[config.mk]
export PLATFORM = sky130hd
export DESIGN_NAME = dmm_ctrl
export DESIGN_NICKNAME = d
export VERILOG_FILES = /design/src/rtl/core/dmm_pkg.sv /design/src/rtl/core/dmm_ctrl.sv
export SDC_FILE = /design/constraint.sdc
export NUM_CORES = 1
export LEC_CHECK = 0
export BUFFER_PORTS_ARGS = -buffer_cell sky130_fd_sc_hd__buf_4
export CAP_MARGIN = 10
export CORE_MARGIN = 2
export CORE_UTILIZATION = 52
export DETAILED_ROUTE_END_ITERATION = 8
export PLACE_DENSITY_LB_ADDON = 0.15
export SLEW_MARGIN = 20
export SYNTH_ARGS = -nofsm -noshare
export SYNTH_HDL_FRONTEND = slang
export SYNTH_SLANG_ARGS = --single-unit
[constraint.sdc]
create_clock -name clk -period 3 [get_ports clk]
set_clock_uncertainty 0.05 [all_clocks]
set_input_delay 0.3 -clock clk [delete_from_list [all_inputs] [get_ports clk]]
set_output_delay 0.3 -clock clk [all_outputs]
set_load 0.05 [all_outputs]
[src/rtl/core/dmm_pkg.sv]
`default_nettype none
package dmm_pkg;

    localparam int MAX_DIM = 8;
    localparam int DIM_W   = 4;
    localparam int CNT_W   = $clog2(MAX_DIM);
    localparam int DEPTH   = 64;
    localparam int ADDR_W  = $clog2(DEPTH);
    localparam int SIG_W   = 108;
    localparam int EXP_W   = 13;

    localparam logic [63:0] DEFAULT_NAN = 64'hFFF8_0000_0000_0000;
    localparam logic [63:0] QUIET_BIT   = 64'h0008_0000_0000_0000;
    localparam logic [63:0] FP_ZERO     = 64'h0000_0000_0000_0000;

    typedef enum logic [1:0] {
        FUNC_LOAD_A  = 2'd0,
        FUNC_LOAD_B  = 2'd1,
        FUNC_COMPUTE = 2'd2
    } func_t;

    typedef enum logic [2:0] {
        REG_OUT_ROWS    = 3'd0,
        REG_INNER_LEN   = 3'd1,
        REG_OUT_COLS    = 3'd2,
        REG_TRANSPOSE_A = 3'd3,
        REG_TRANSPOSE_B = 3'd4
    } reg_idx_t;

    typedef enum logic {
        FPU_MUL = 1'b0,
        FPU_ADD = 1'b1
    } fpu_op_t;

    typedef enum logic [1:0] {
        FS_IDLE,
        FS_MUL,
        FS_NORM,
        FS_ROUND
    } fpu_state_t;

    typedef enum logic [2:0] {
        CTL_IDLE,
        CTL_READ,
        CTL_MUL,
        CTL_MUL_WAIT,
        CTL_ADD,
        CTL_ADD_WAIT,
        CTL_EMIT
    } ctl_state_t;

    typedef struct packed {
        logic              rd_en;
        logic [ADDR_W-1:0] a_addr;
        logic [ADDR_W-1:0] b_addr;
        logic              fpu_start;
        fpu_op_t           fpu_op;
        logic              prod_load;
        logic              acc_load;
        logic              acc_clear;
        logic              out_load;
        logic [CNT_W-1:0]  out_row;
        logic [CNT_W-1:0]  out_col;
        logic              out_last;
    } ctl_cmd_t;

    typedef struct packed {
        logic fpu_done;
        logic out_free;
    } dp_status_t;

    // zero reads as one, anything above the maximum as the maximum
    function automatic logic [DIM_W-1:0] eff_dim(input logic [DIM_W-1:0] v);
        logic [DIM_W-1:0] r;
        if (v == '0)
            r = DIM_W'(1);
        else if (v > DIM_W'(MAX_DIM))
            r = DIM_W'(MAX_DIM);
        else
            r = v;
        return r;
    endfunction

endpackage
`default_nettype wire

[src/rtl/core/dmm_ctrl.sv]
`default_nettype none
module dmm_ctrl (
    input  wire logic                       clk,
    input  wire logic                       rst_n,
    input  wire logic                       start,
    input  wire logic [dmm_pkg::DIM_W-1:0]  dim_m,
    input  wire logic [dmm_pkg::DIM_W-1:0]  dim_k,
    input  wire logic [dmm_pkg::DIM_W-1:0]  dim_n,
    input  wire logic                       trans_a,
    input  wire logic                       trans_b,
    input  wire dmm_pkg::dp_status_t        status,
    output dmm_pkg::ctl_cmd_t               cmd,
    output logic                            busy
);
    import dmm_pkg::*;

    localparam int PROD_W = CNT_W + DIM_W + 1;

    ctl_state_t       state_reg, state_next;
    logic [CNT_W-1:0] j_reg, j_next, r_reg, r_next, t_reg, t_next;
    logic [CNT_W-1:0] m_last, k_last, n_last;
    logic [PROD_W-1:0] ai, bi;

    assign m_last = CNT_W'(dim_m - DIM_W'(1));
    assign k_last = CNT_W'(dim_k - DIM_W'(1));
    assign n_last = CNT_W'(dim_n - DIM_W'(1));

    // column-major storage index of opA(r,t) and opB(t,j)
    assign ai = trans_a ? PROD_W'(PROD_W'(r_reg) * PROD_W'(dim_k) + PROD_W'(t_reg))
                        : PROD_W'(PROD_W'(t_reg) * PROD_W'(dim_m) + PROD_W'(r_reg));
    assign bi = trans_b ? PROD_W'(PROD_W'(t_reg) * PROD_W'(dim_n) + PROD_W'(j_reg))
                        : PROD_W'(PROD_W'(j_reg) * PROD_W'(dim_k) + PROD_W'(t_reg));

    always_comb
    begin
        state_next    = state_reg;
        j_next        = j_reg;
        r_next        = r_reg;
        t_next        = t_reg;
        cmd           = '0;
        cmd.fpu_op    = FPU_MUL;
        cmd.a_addr    = ai[ADDR_W-1:0];
        cmd.b_addr    = bi[ADDR_W-1:0];
        cmd.out_row   = r_reg;
        cmd.out_col   = j_reg;
        cmd.out_last  = (r_reg == m_last) && (j_reg == n_last);
        unique case (state_reg)
            CTL_IDLE:
            begin
                if (start)
                begin
                    j_next        = '0;
                    r_next        = '0;
                    t_next        = '0;
                    cmd.acc_clear = 1'b1;
                    state_next    = CTL_READ;
                end
            end
            CTL_READ:
            begin
                cmd.rd_en  = 1'b1;
                state_next = CTL_MUL;
            end
            CTL_MUL:
            begin
                cmd.fpu_start = 1'b1;
                state_next    = CTL_MUL_WAIT;
            end
            CTL_MUL_WAIT:
            begin
                if (status.fpu_done)
                begin
                    cmd.prod_load = 1'b1;
                    state_next    = CTL_ADD;
                end
            end
            CTL_ADD:
            begin
                cmd.fpu_op    = FPU_ADD;
                cmd.fpu_start = 1'b1;
                state_next    = CTL_ADD_WAIT;
            end
            CTL_ADD_WAIT:
            begin
                cmd.fpu_op = FPU_ADD;
                if (status.fpu_done)
                begin
                    cmd.acc_load = 1'b1;
                    if (t_reg == k_last)
                        state_next = CTL_EMIT;
                    else
                    begin
                        t_next     = t_reg + CNT_W'(1);
                        state_next = CTL_READ;
                    end
                end
            end
            CTL_EMIT:
            begin
                if (status.out_free)
                begin
                    cmd.out_load  = 1'b1;
                    cmd.acc_clear = 1'b1;
                    t_next        = '0;
                    state_next    = CTL_READ;
                    if (r_reg == m_last)
                    begin
                        r_next = '0;
                        if (j_reg == n_last)
                            state_next = CTL_IDLE;
                        else
                            j_next = j_reg + CNT_W'(1);
                    end
                    else
                        r_next = r_reg + CNT_W'(1);
                end
            end
            default:
                state_next = CTL_IDLE;
        endcase
    end

    always_ff @(posedge clk or negedge rst_n)
    begin
        if (!rst_n)
        begin
            state_reg <= CTL_IDLE;
            j_reg     <= '0;
            r_reg     <= '0;
            t_reg     <= '0;
        end
        else
        begin
            state_reg <= state_next;
            j_reg     <= j_next;
            r_reg     <= r_next;
            t_reg     <= t_next;
        end
    end

    assign busy = (state_reg != CTL_IDLE);

endmodule
`default_nettype wire

== Word-level counts from Yosys, hierarchy flattened ==
Index checks and enable logic that the tools add are counted.
Cells by class
  muxes and demuxes: 32
  reductions and logical operators: 11
  $add $sub $neg: 10
  $mul: 4
  eq/ne operators: 16
Operators by type and width (count)
  $mux 3: 14
  $add 6x3->6: 4
  $mul 3x4->6: 4
  $pmux 3 s7: 1
  $ne 2x2->1 const B: 7
  $mux 6: 2
  $pmux 3 s2: 2
  $mux 1: 10
  $reduce_and 5->1: 2
  $add 3x1->3 const B: 3
  $eq 3x3->1: 3
  $eq 3x3->1 const B: 3
  $pmux 3 s3: 1
  $sub 3x1->3 const B: 3
  $eq 3x2->1 const B: 2
  $reduce_bool 3->1: 2
  $reduce_and 4->1: 1
  $reduce_or 2->1: 2
  $eq 3x1->1 const B: 1
  $logic_not 3->1: 1
  $reduce_and 3->1: 1
  $mux 2: 1
  $pmux 1 s2: 1
  $reduce_bool 2->1: 1
  $logic_and 1x1->1: 1
Storage, ports and cells
  register bits after elaboration: 12
  word-level logic and storage cells: 77
  input port bits: 19
  output and inout port bits: 27

== Depth between registers and ports, before layout ==
Gate-level depths: netlist (run 1).
  depth after elaboration: 6
  gate-level depth with buffers: 12
  gate-level depth less buffers: 11

== Worst setup path after synthesis (run 1) ==
OpenSTA, ideal clock, no wires.
  kind: register to output
  start point: register j_reg[2]
  end point: output cmd[17] (netlist name)
  stages on the path, launching flop included: 10
  path buffers: 0
  required time: 2.650 ns
  data arrival time: 3.730 ns
  slack: -1.080 ns
  cells stage by stage: dfrtp_1 nand2_1 fa_1 inv_1 fa_1 ha_1 a21o_1 a21oi_1 xor2_1 o21ai_0
RTL lines
  start: declaration: line dmm_ctrl.sv:20  | logic [CNT_W-1:0] j_reg, j_next, r_reg, r_next, t_reg, t_next;
  start signal: assignment: line dmm_ctrl.sv:135  | j_reg <= j_next;
  end: declaration: line dmm_ctrl.sv:12  | output dmm_pkg::ctl_cmd_t cmd,

==> out/qor.txt, run 1 <==
Result of the run - complete, but fails checks
Failing checks - setup timing
Most used cells in the layout excluding fill and tap cells - 72 x buf_4, 42 x ha_1, 34 x inv_1, 29 x nand2_1, 21 x and2_1
Buf/Inv on CP - 5
GRT Resource Usage Total - 23.22%
Final period utilization - 112.7%
Largest delay contributor family on the critical path - adder cells
Wire length of the first global-routing pass - 9.832 mm
Max-slew violations - 0
Antenna violations before repair - 0
Most frequent standard cell in the layout excluding fill and tap cells - buf_4
Fmax achieved - 0.2959 GHz
Data required, critical path - 2.65 ns
Type of destination of the critical path - output pin
Net count after synthesis - 374
I/O pin total - 46
Number of enable flip-flop cells after synthesis - 0
Post-synthesis sequential element count - 12
WL/cell - 14.14 µm
Number of warnings reported in the yosys synthesis log - 0
Power per cell area - 603.5 nW/µm²
# setup viols final - 7
Number of max-cap violations - 0
Summed instance area of the synthesized netlist - 2494 µm²
Worst setup path category - flip-flop to output pin
DRT met1 WL - 2.635 mm
Startpoint types - flip-flop
Setup Total Neg Slack - -1.842 ns
HP Class - input port to flip-flop
Cells traversed along the worst timing path - buf_6, nand2_4, fa_1, inv_1, fa_1, inv_2, fa_2, inv_1, a21o_1, a21oi_2, xnor2_2, mux2i_4, buf_6
Clock latency of the later-clocked register in the worst-skew pair - 0.24 ns
Global route overflow - 0
Antenna diode instance count - 0
Count of buffers inserted at the top-level ports - 45
Peak supply drop - 689.0 µV
Iter 0 DRT Violations - 48
Number of distinct library cells after synthesis - 33
Placement-stage worst setup slack - -0.1470 ns
Total length of routed met3 wires - 153 µm
Worst-case setup margin in the final layout - -0.3801 ns
Final routed DRC violation total - 0
Clock-pin slew of the registers on the worst-case setup and hold paths - 0.05 ns
Antenna-violating nets left - 0
Number of H-tree levels - 1
Crit-path max FO - 3
Primary FF master, synth - dfrtp_1
Floorplan die area - 5366 µm²
Worst-Margin Slew - 0.4788 ns
Final count of hold timing violations - 0
Routability congestion estimate from global placement - 0.7640
Headroom to the max-slew limit - 67.98%
Height of the die - 73.25 µm
Number of global-route vias before repair - 2189
Synthesized area divided by synthesized cell count - 8.511 µm²
Detailed-router iteration count before antenna repair - 4
Post-DR vias/cell - 5.296
Leakage power of the design - 1.968 nW
Clock root buffer master - clkbuf_8
Critical-path top delay cell - fa_1
Post-synthesis sequential area ratio - 12.04%
Worst path arrival time - 3.03 ns
TritonCTS buffer count - 3
Pin count of the biggest net entering global routing - 17
Horiz. Die Dim - 73.25 µm
Post-DP HPWL - 4.912 mm
Met2 wire len - 3.230 mm
Final Net Count - 457
TritonCTS clock tree - yes
Clock Sinks - 12
Clk buf depth - 2
CORE AREA - 4661 µm²
Total number of vias - 2272
Share of final-layout standard cells stronger than drive strength 1 - 40.80%
Largest stage delay on the critical path - 0.55 ns
Period minus WS final - 3.380 ns
Syn Inst Count - 293
Setup repair after global routing missed its margin - true
Starting density of the core - 53.50%
Signed area change from the synthesized netlist to the final layout - 43.10%
Uppermost layer routed - met4
Post-detailed-routing wire length - 6.066 mm
Share of synthesized registers carrying an async set or reset - 100.0%
R2r setup slk - 0.82 ns
Site row count - 25
-- repair_timing --
action / 4_1_cts / 5_1_grt
hold buffers: 1 / 0
pin swaps: 18 / 15
hold endpoints to repair: 12 / 0
setup buffers: 2 / 3
gates resized for setup: 21 / 20
endpoints found under the setup margin: 8 / 8
-- per-layer routing --
layer | up-vias | global-route usage, %
met4 | 0 | 3.909
met2 | 48 | 43.14
met1 | 1092 | 29.85
met3 | 7 | 1.509
met5 | - | 0
li1 | 1125 | -
-- kinds of logic (layout without fill, tap and decap cells) --
group	count (synthesis)	in the layout	share of synthesized area, %
AOI/OAI and AO/OA	42	42	10.59
xor gates and xnor gates	30	30	12.24
and+or+nand+nor	86	86	16.91
adders and majority gates	62	62	35.93
muxes	11	11	4.767
buffers and inverters	50	132	7.526
DFF	12	12	12.04
-- synthesized netlist by cell type (all sizes together) (2+ instances only) --
library cell | instances | area [µm²]
nand2 | 36 | 135.1
dfrtp | 12 | 300.3
xnor3 | 2 | 45.04
nand3b | 2 | 15.01
nor2 | 9 | 33.78
nand3 | 3 | 15.01
fa | 16 | 320.3
mux2 | 7 | 78.83
clkbuf | 8 | 30.03
xnor2 | 19 | 166.4
or3 | 3 | 18.77
o21ai | 10 | 50.05
nor3 | 5 | 25.02
ha | 46 | 575.6
a22o | 3 | 26.28
a21oi | 16 | 80.08
xor2 | 8 | 70.07
and2 | 21 | 131.4
a21o | 9 | 67.56
nand2b | 2 | 12.51
inv | 41 | 153.9
mux2i | 4 | 40.04
-- path summary, 6_finish.rpt --
path / from / endpoint / cells after the start
setup / recovery: t_reg[2] / cmd[24] / 13
hold / removal: status[1] / state_reg[0] / 3
setup reg to reg: state_reg[1] / t_reg[2] / 5
hold reg to reg: j_reg[0] / j_reg[0] / 2
max in group asynchronous: rst_n / r_reg[2] / 2
min in group asynchronous: rst_n / r_reg[1] / 2
-- cell type report --
class                      count  area (µm²)
multi-input combinational    231        2280
inverter                      42       157.7
sequential                    12       311.5
clock buffer                   4       55.05
tap                           54       67.56
fill                         332        1092
timing repair buffer          86       696.9
-- tightest hold or removal path: stages --
cell and delay (ns):
buf_4 0.10, o211ai_1 0.09, o221a_2 0.12
-- power breakdown --
| group | internal, mW | switching, mW |
|---|---|---|
| clock | 0.116 | 0.0616 |
| sequential | 0.206 | 0.106 |
| combinational | 0.706 | 0.959 |
| total | 1.03 | 1.13 |
-- through the flow --
step                hold WS (ns)  cell area, µm²  instances  util (%)  total power [mW]
detailed placement       0.09862            3288        419     70.55             1.831
global placement         0.09795            3288        419     70.55             1.787
CTS                       0.3502            3463        426     74.31             2.107
global route              0.3646            3568        429     76.56             2.301
finish                    0.3459            3568        429     76.56             2.154
floorplan               -0.04559            2663        293         -             1.383
(Power assumes the default switching activity.)
==> inputs of run 2 (changes only) <==
==> constraint.sdc (replaced) <==
create_clock -name clk -period 2.9 [get_ports clk]
set_clock_uncertainty 0.05 [all_clocks]
set_input_delay 0.29 -clock clk [delete_from_list [all_inputs] [get_ports clk]]
set_output_delay 0.29 -clock clk [all_outputs]
set_load 0.05 [all_outputs]
==> run 2 against run 1 <==
Compared with the run above:
- the flow still finishes with violations (setup timing)
- first-iteration DRC count is 31% lower
- die area is the same
- sequential power rose by 2%
- cell area down 1.6%
- utilization shrank 1.3 points
- largest cell class unchanged
- highest routed layer unchanged
==> out/qor.txt, run 2 (same netlist as run 1, synthesis figures left out) <==
Cells traversed along the worst timing path - buf_6, nand2_4, fa_1, inv_1, fa_1, inv_2, fa_2, inv_2, a21o_1, a21oi_2, xnor2_2, mux2i_4, buf_6
DRT met1 WL - 2.418 mm (-8.2%)
Post-DP HPWL - 4.845 mm (-1.4%)
Height of the die - 73.25 µm (unchanged)
Post-layout instance count excluding filler cells - 429 (unchanged)
Cell count along the critical path - 13 (unchanged)
Capturing element of the worst setup path - cmd[24]
WL/cell - 13.18 µm (-6.8%)
Detailed-router iteration count before antenna repair - 4 (unchanged)
Combinational share of power - 76.9% (-0.4 points)
Area taken by flip-flops and latches - 311.5 µm² (unchanged)
Count of buffers inserted at the top-level ports - 45 (unchanged)
Uppermost layer routed - met4
Post-detailed-routing wire length - 5.655 mm (-6.8%)
Placement Cell Area - 3303 µm² (+0.46%)
Final Net Count - 457 (unchanged)
Post-route design area - 3510 µm² (-1.6%)
Startpoint types - flip-flop
Clock power share - 8.4% (+0.2 points)
Floorplan die area - 5366 µm² (unchanged)
Startpoint of the most critical register-to-register path - r_reg[2]
Antenna-violating nets left - 0 (unchanged)
Fmax achieved - 0.3005 GHz
Clock root buffer master - clkbuf_8
P_int - 1.041 mW (+1.3%)
Part of the power in registers - 14.6% (about the same)
Worst-case setup margin in the final layout - -0.4276 ns (-0.04749 ns)
Clock-pin slew of the registers on the worst-case setup and hold paths - 0.05 ns (about the same)
Number of global-route vias before repair - 2335 (+6.7%)
Antenna violations before repair - 0 (unchanged)
Switching fraction of total power - 52.16% (-0.12 points)
Final routed DRC violation total - 0 (unchanged)
Final period utilization - 114.7%
Wire length of the first global-routing pass - 10.05 mm (+2.2%)
Fill cell total of the finished layout - 361 (+8.7%)
Peak supply drop - 601.7 µV (-13%)
Data required, critical path - 2.56 ns (-0.09 ns)
Worst setup startpoint - t_reg[2]
R2r setup slk - 0.79 ns (-0.03 ns)
Largest delay contributor family on the critical path - adder cells
CORE AREA - 4661 µm² (unchanged)
Net Sw Power - 1.135 mW (+0.84%)
Post-DR vias/cell - 5.252 (-0.84%)
Failing checks - setup timing
Period minus WS final - 3.328 ns
Max-slew violations - 0 (unchanged)
Setup repair after global routing missed its margin - true
Starting density of the core - 53.50% (unchanged)
Clk buf depth - 2 (unchanged)
Power, Total - 2.176 mW (+1.1%)
Global route overflow - 0 (unchanged)
HP Class - input port to flip-flop
Final count of hold timing violations - 0 (unchanged)
Largest stage delay on the critical path - 0.54 ns (about the same)
Total length of routed met3 wires - 172 µm (+12%)
Horiz. Die Dim - 73.25 µm (unchanged)
I/O pin total - 46 (unchanged)
Number of max-cap violations - 0 (unchanged)
Most frequent standard cell in the layout excluding fill and tap cells - buf_4
Result of the run - complete, but fails checks
Type of destination of the critical path - output pin
Worst path arrival time - 2.99 ns (-0.04 ns)
Number of H-tree levels - 1 (unchanged)
Signed area change from the synthesized netlist to the final layout - 40.74%
Share of final-layout standard cells stronger than drive strength 1 - 38.93% (-1.9 points)
Site row count - 25 (unchanged)
Cell count after placement - 421 (+0.48%)
Worst setup path category - flip-flop to output pin
Clock Sinks - 12 (unchanged)
Leakage power of the design - 1.955 nW (-0.64%)
# setup viols final - 8 (+1)
Headroom to the max-slew limit - 69.46% (+1.5 points)
GRT Resource Usage Total - 23.66% (+0.43 points)
Routability congestion estimate from global placement - 0.7647 (about the same)
Pin count of the biggest net entering global routing - 17 (unchanged)
Area of the multi-input gates - 2225 µm² (-2.4%)
Crit-path max FO - 3 (unchanged)
Cells on Worst Hold Path - 3 (unchanged)
Power per cell area - 620.1 nW/µm² (+2.8%)
Most used cells in the layout excluding fill and tap cells - 75 x buf_4, 45 x ha_1, 36 x inv_1, 30 x nand2_1, 21 x and2_1
R2r endpoint - j_reg[2]
Iter 0 DRT Violations - 33 (-31%)
Worst Hold Slack - 0.3338 ns (-0.01209 ns)
Total number of vias - 2253 (-0.84%)
TritonCTS clock tree - yes
Buf/Inv on CP - 5 (unchanged)
TritonCTS buffer count - 3 (unchanged)
Antenna diode instance count - 0 (unchanged)
Clock latency of the later-clocked register in the worst-skew pair - 0.24 ns (about the same)
Worst-Margin Slew - 0.4567 ns (-0.02205 ns)
Worst Reg2Reg Path Length in Cells - 7 (+2)
Met2 wire len - 2.974 mm (-7.9%)
Critical-path top delay cell - fa_1
==> run 2: stage by stage <==
step | setup TNS (ns) | setup slack [ns] | util [%]
4_1_cts | -2.581 | -0.4375 | 74.28
3_3_place_gp | -0.5491 | -0.1489 | 70.87
5_1_grt | -3.288 | -0.5325 | 75.30
6_report | -2.427 | -0.4276 | 75.30
2_1_floorplan | -1.227 | -0.2961 | -
3_5_place_dp | -0.9014 | -0.2287 | 70.87
==> run 2: worst register-to-register path: stages, from the launching register on <==
cell and delay [ns]:
dfrtp_4 0.47, buf_4 0.18, xor3_1 0.39, nor3_1 0.16, buf_4 0.16, a21oi_1 0.10
or3_1 0.36, a21oi_1 0.16
==> run 2: repair_timing <==
| action | CTS | global route |
|---|---|---|
| hold endpoints to repair | 12 | 0 |
| setup buffers | 2 | 1 |
| setup endpoints to repair | 8 | 8 |
| hold buffers | 1 | 0 |
| pin swaps | 17 | 7 |
| cloned | 0 | 0 |
| resized for setup | 20 | 11 |
==> run 2: how the worst min path moves through the flow <==
stage / from / to / slack (ns)
global route: status[1] / state_reg[0] / 0.36
detailed placement: rst_n / state_reg[2] / 0.09
global placement: rst_n / state_reg[2] / 0.09
floorplan: rst_n / j_reg[0] / -0.06
finish: status[1] / state_reg[0] / 0.33
CTS: status[1] / state_reg[0] / 0.34
==> run 2: final cells by class <==
type	instances	share of cell area (%)
timing repair buffer	86	19.75
sequential	12	8.877
multi-input combinational	231	63.39
clock buffer	4	1.569
inverter	42	4.492
tap	54	1.925
==> run 2: layer usage <==
metal	GRT usage, %	vias up
met1	28.36	1068
met2	45.05	46
met5	0	-
li1	-	1128
met4	5.350	0
met3	2.332	11
==> run 2: power groups by stage <==
| stage | Clock, mW | Sequential (mW) | Combinational (mW) |
|---|---|---|---|
| finish | 0.184 | 0.319 | 1.67 |
| global placement | 0 | 0.316 | 1.53 |
| global route | 0.192 | 0.330 | 1.83 |
| floorplan | 0 | 0.291 | 1.14 |
| detailed placement | 0 | 0.322 | 1.56 |
| CTS | 0.184 | 0.315 | 1.66 |
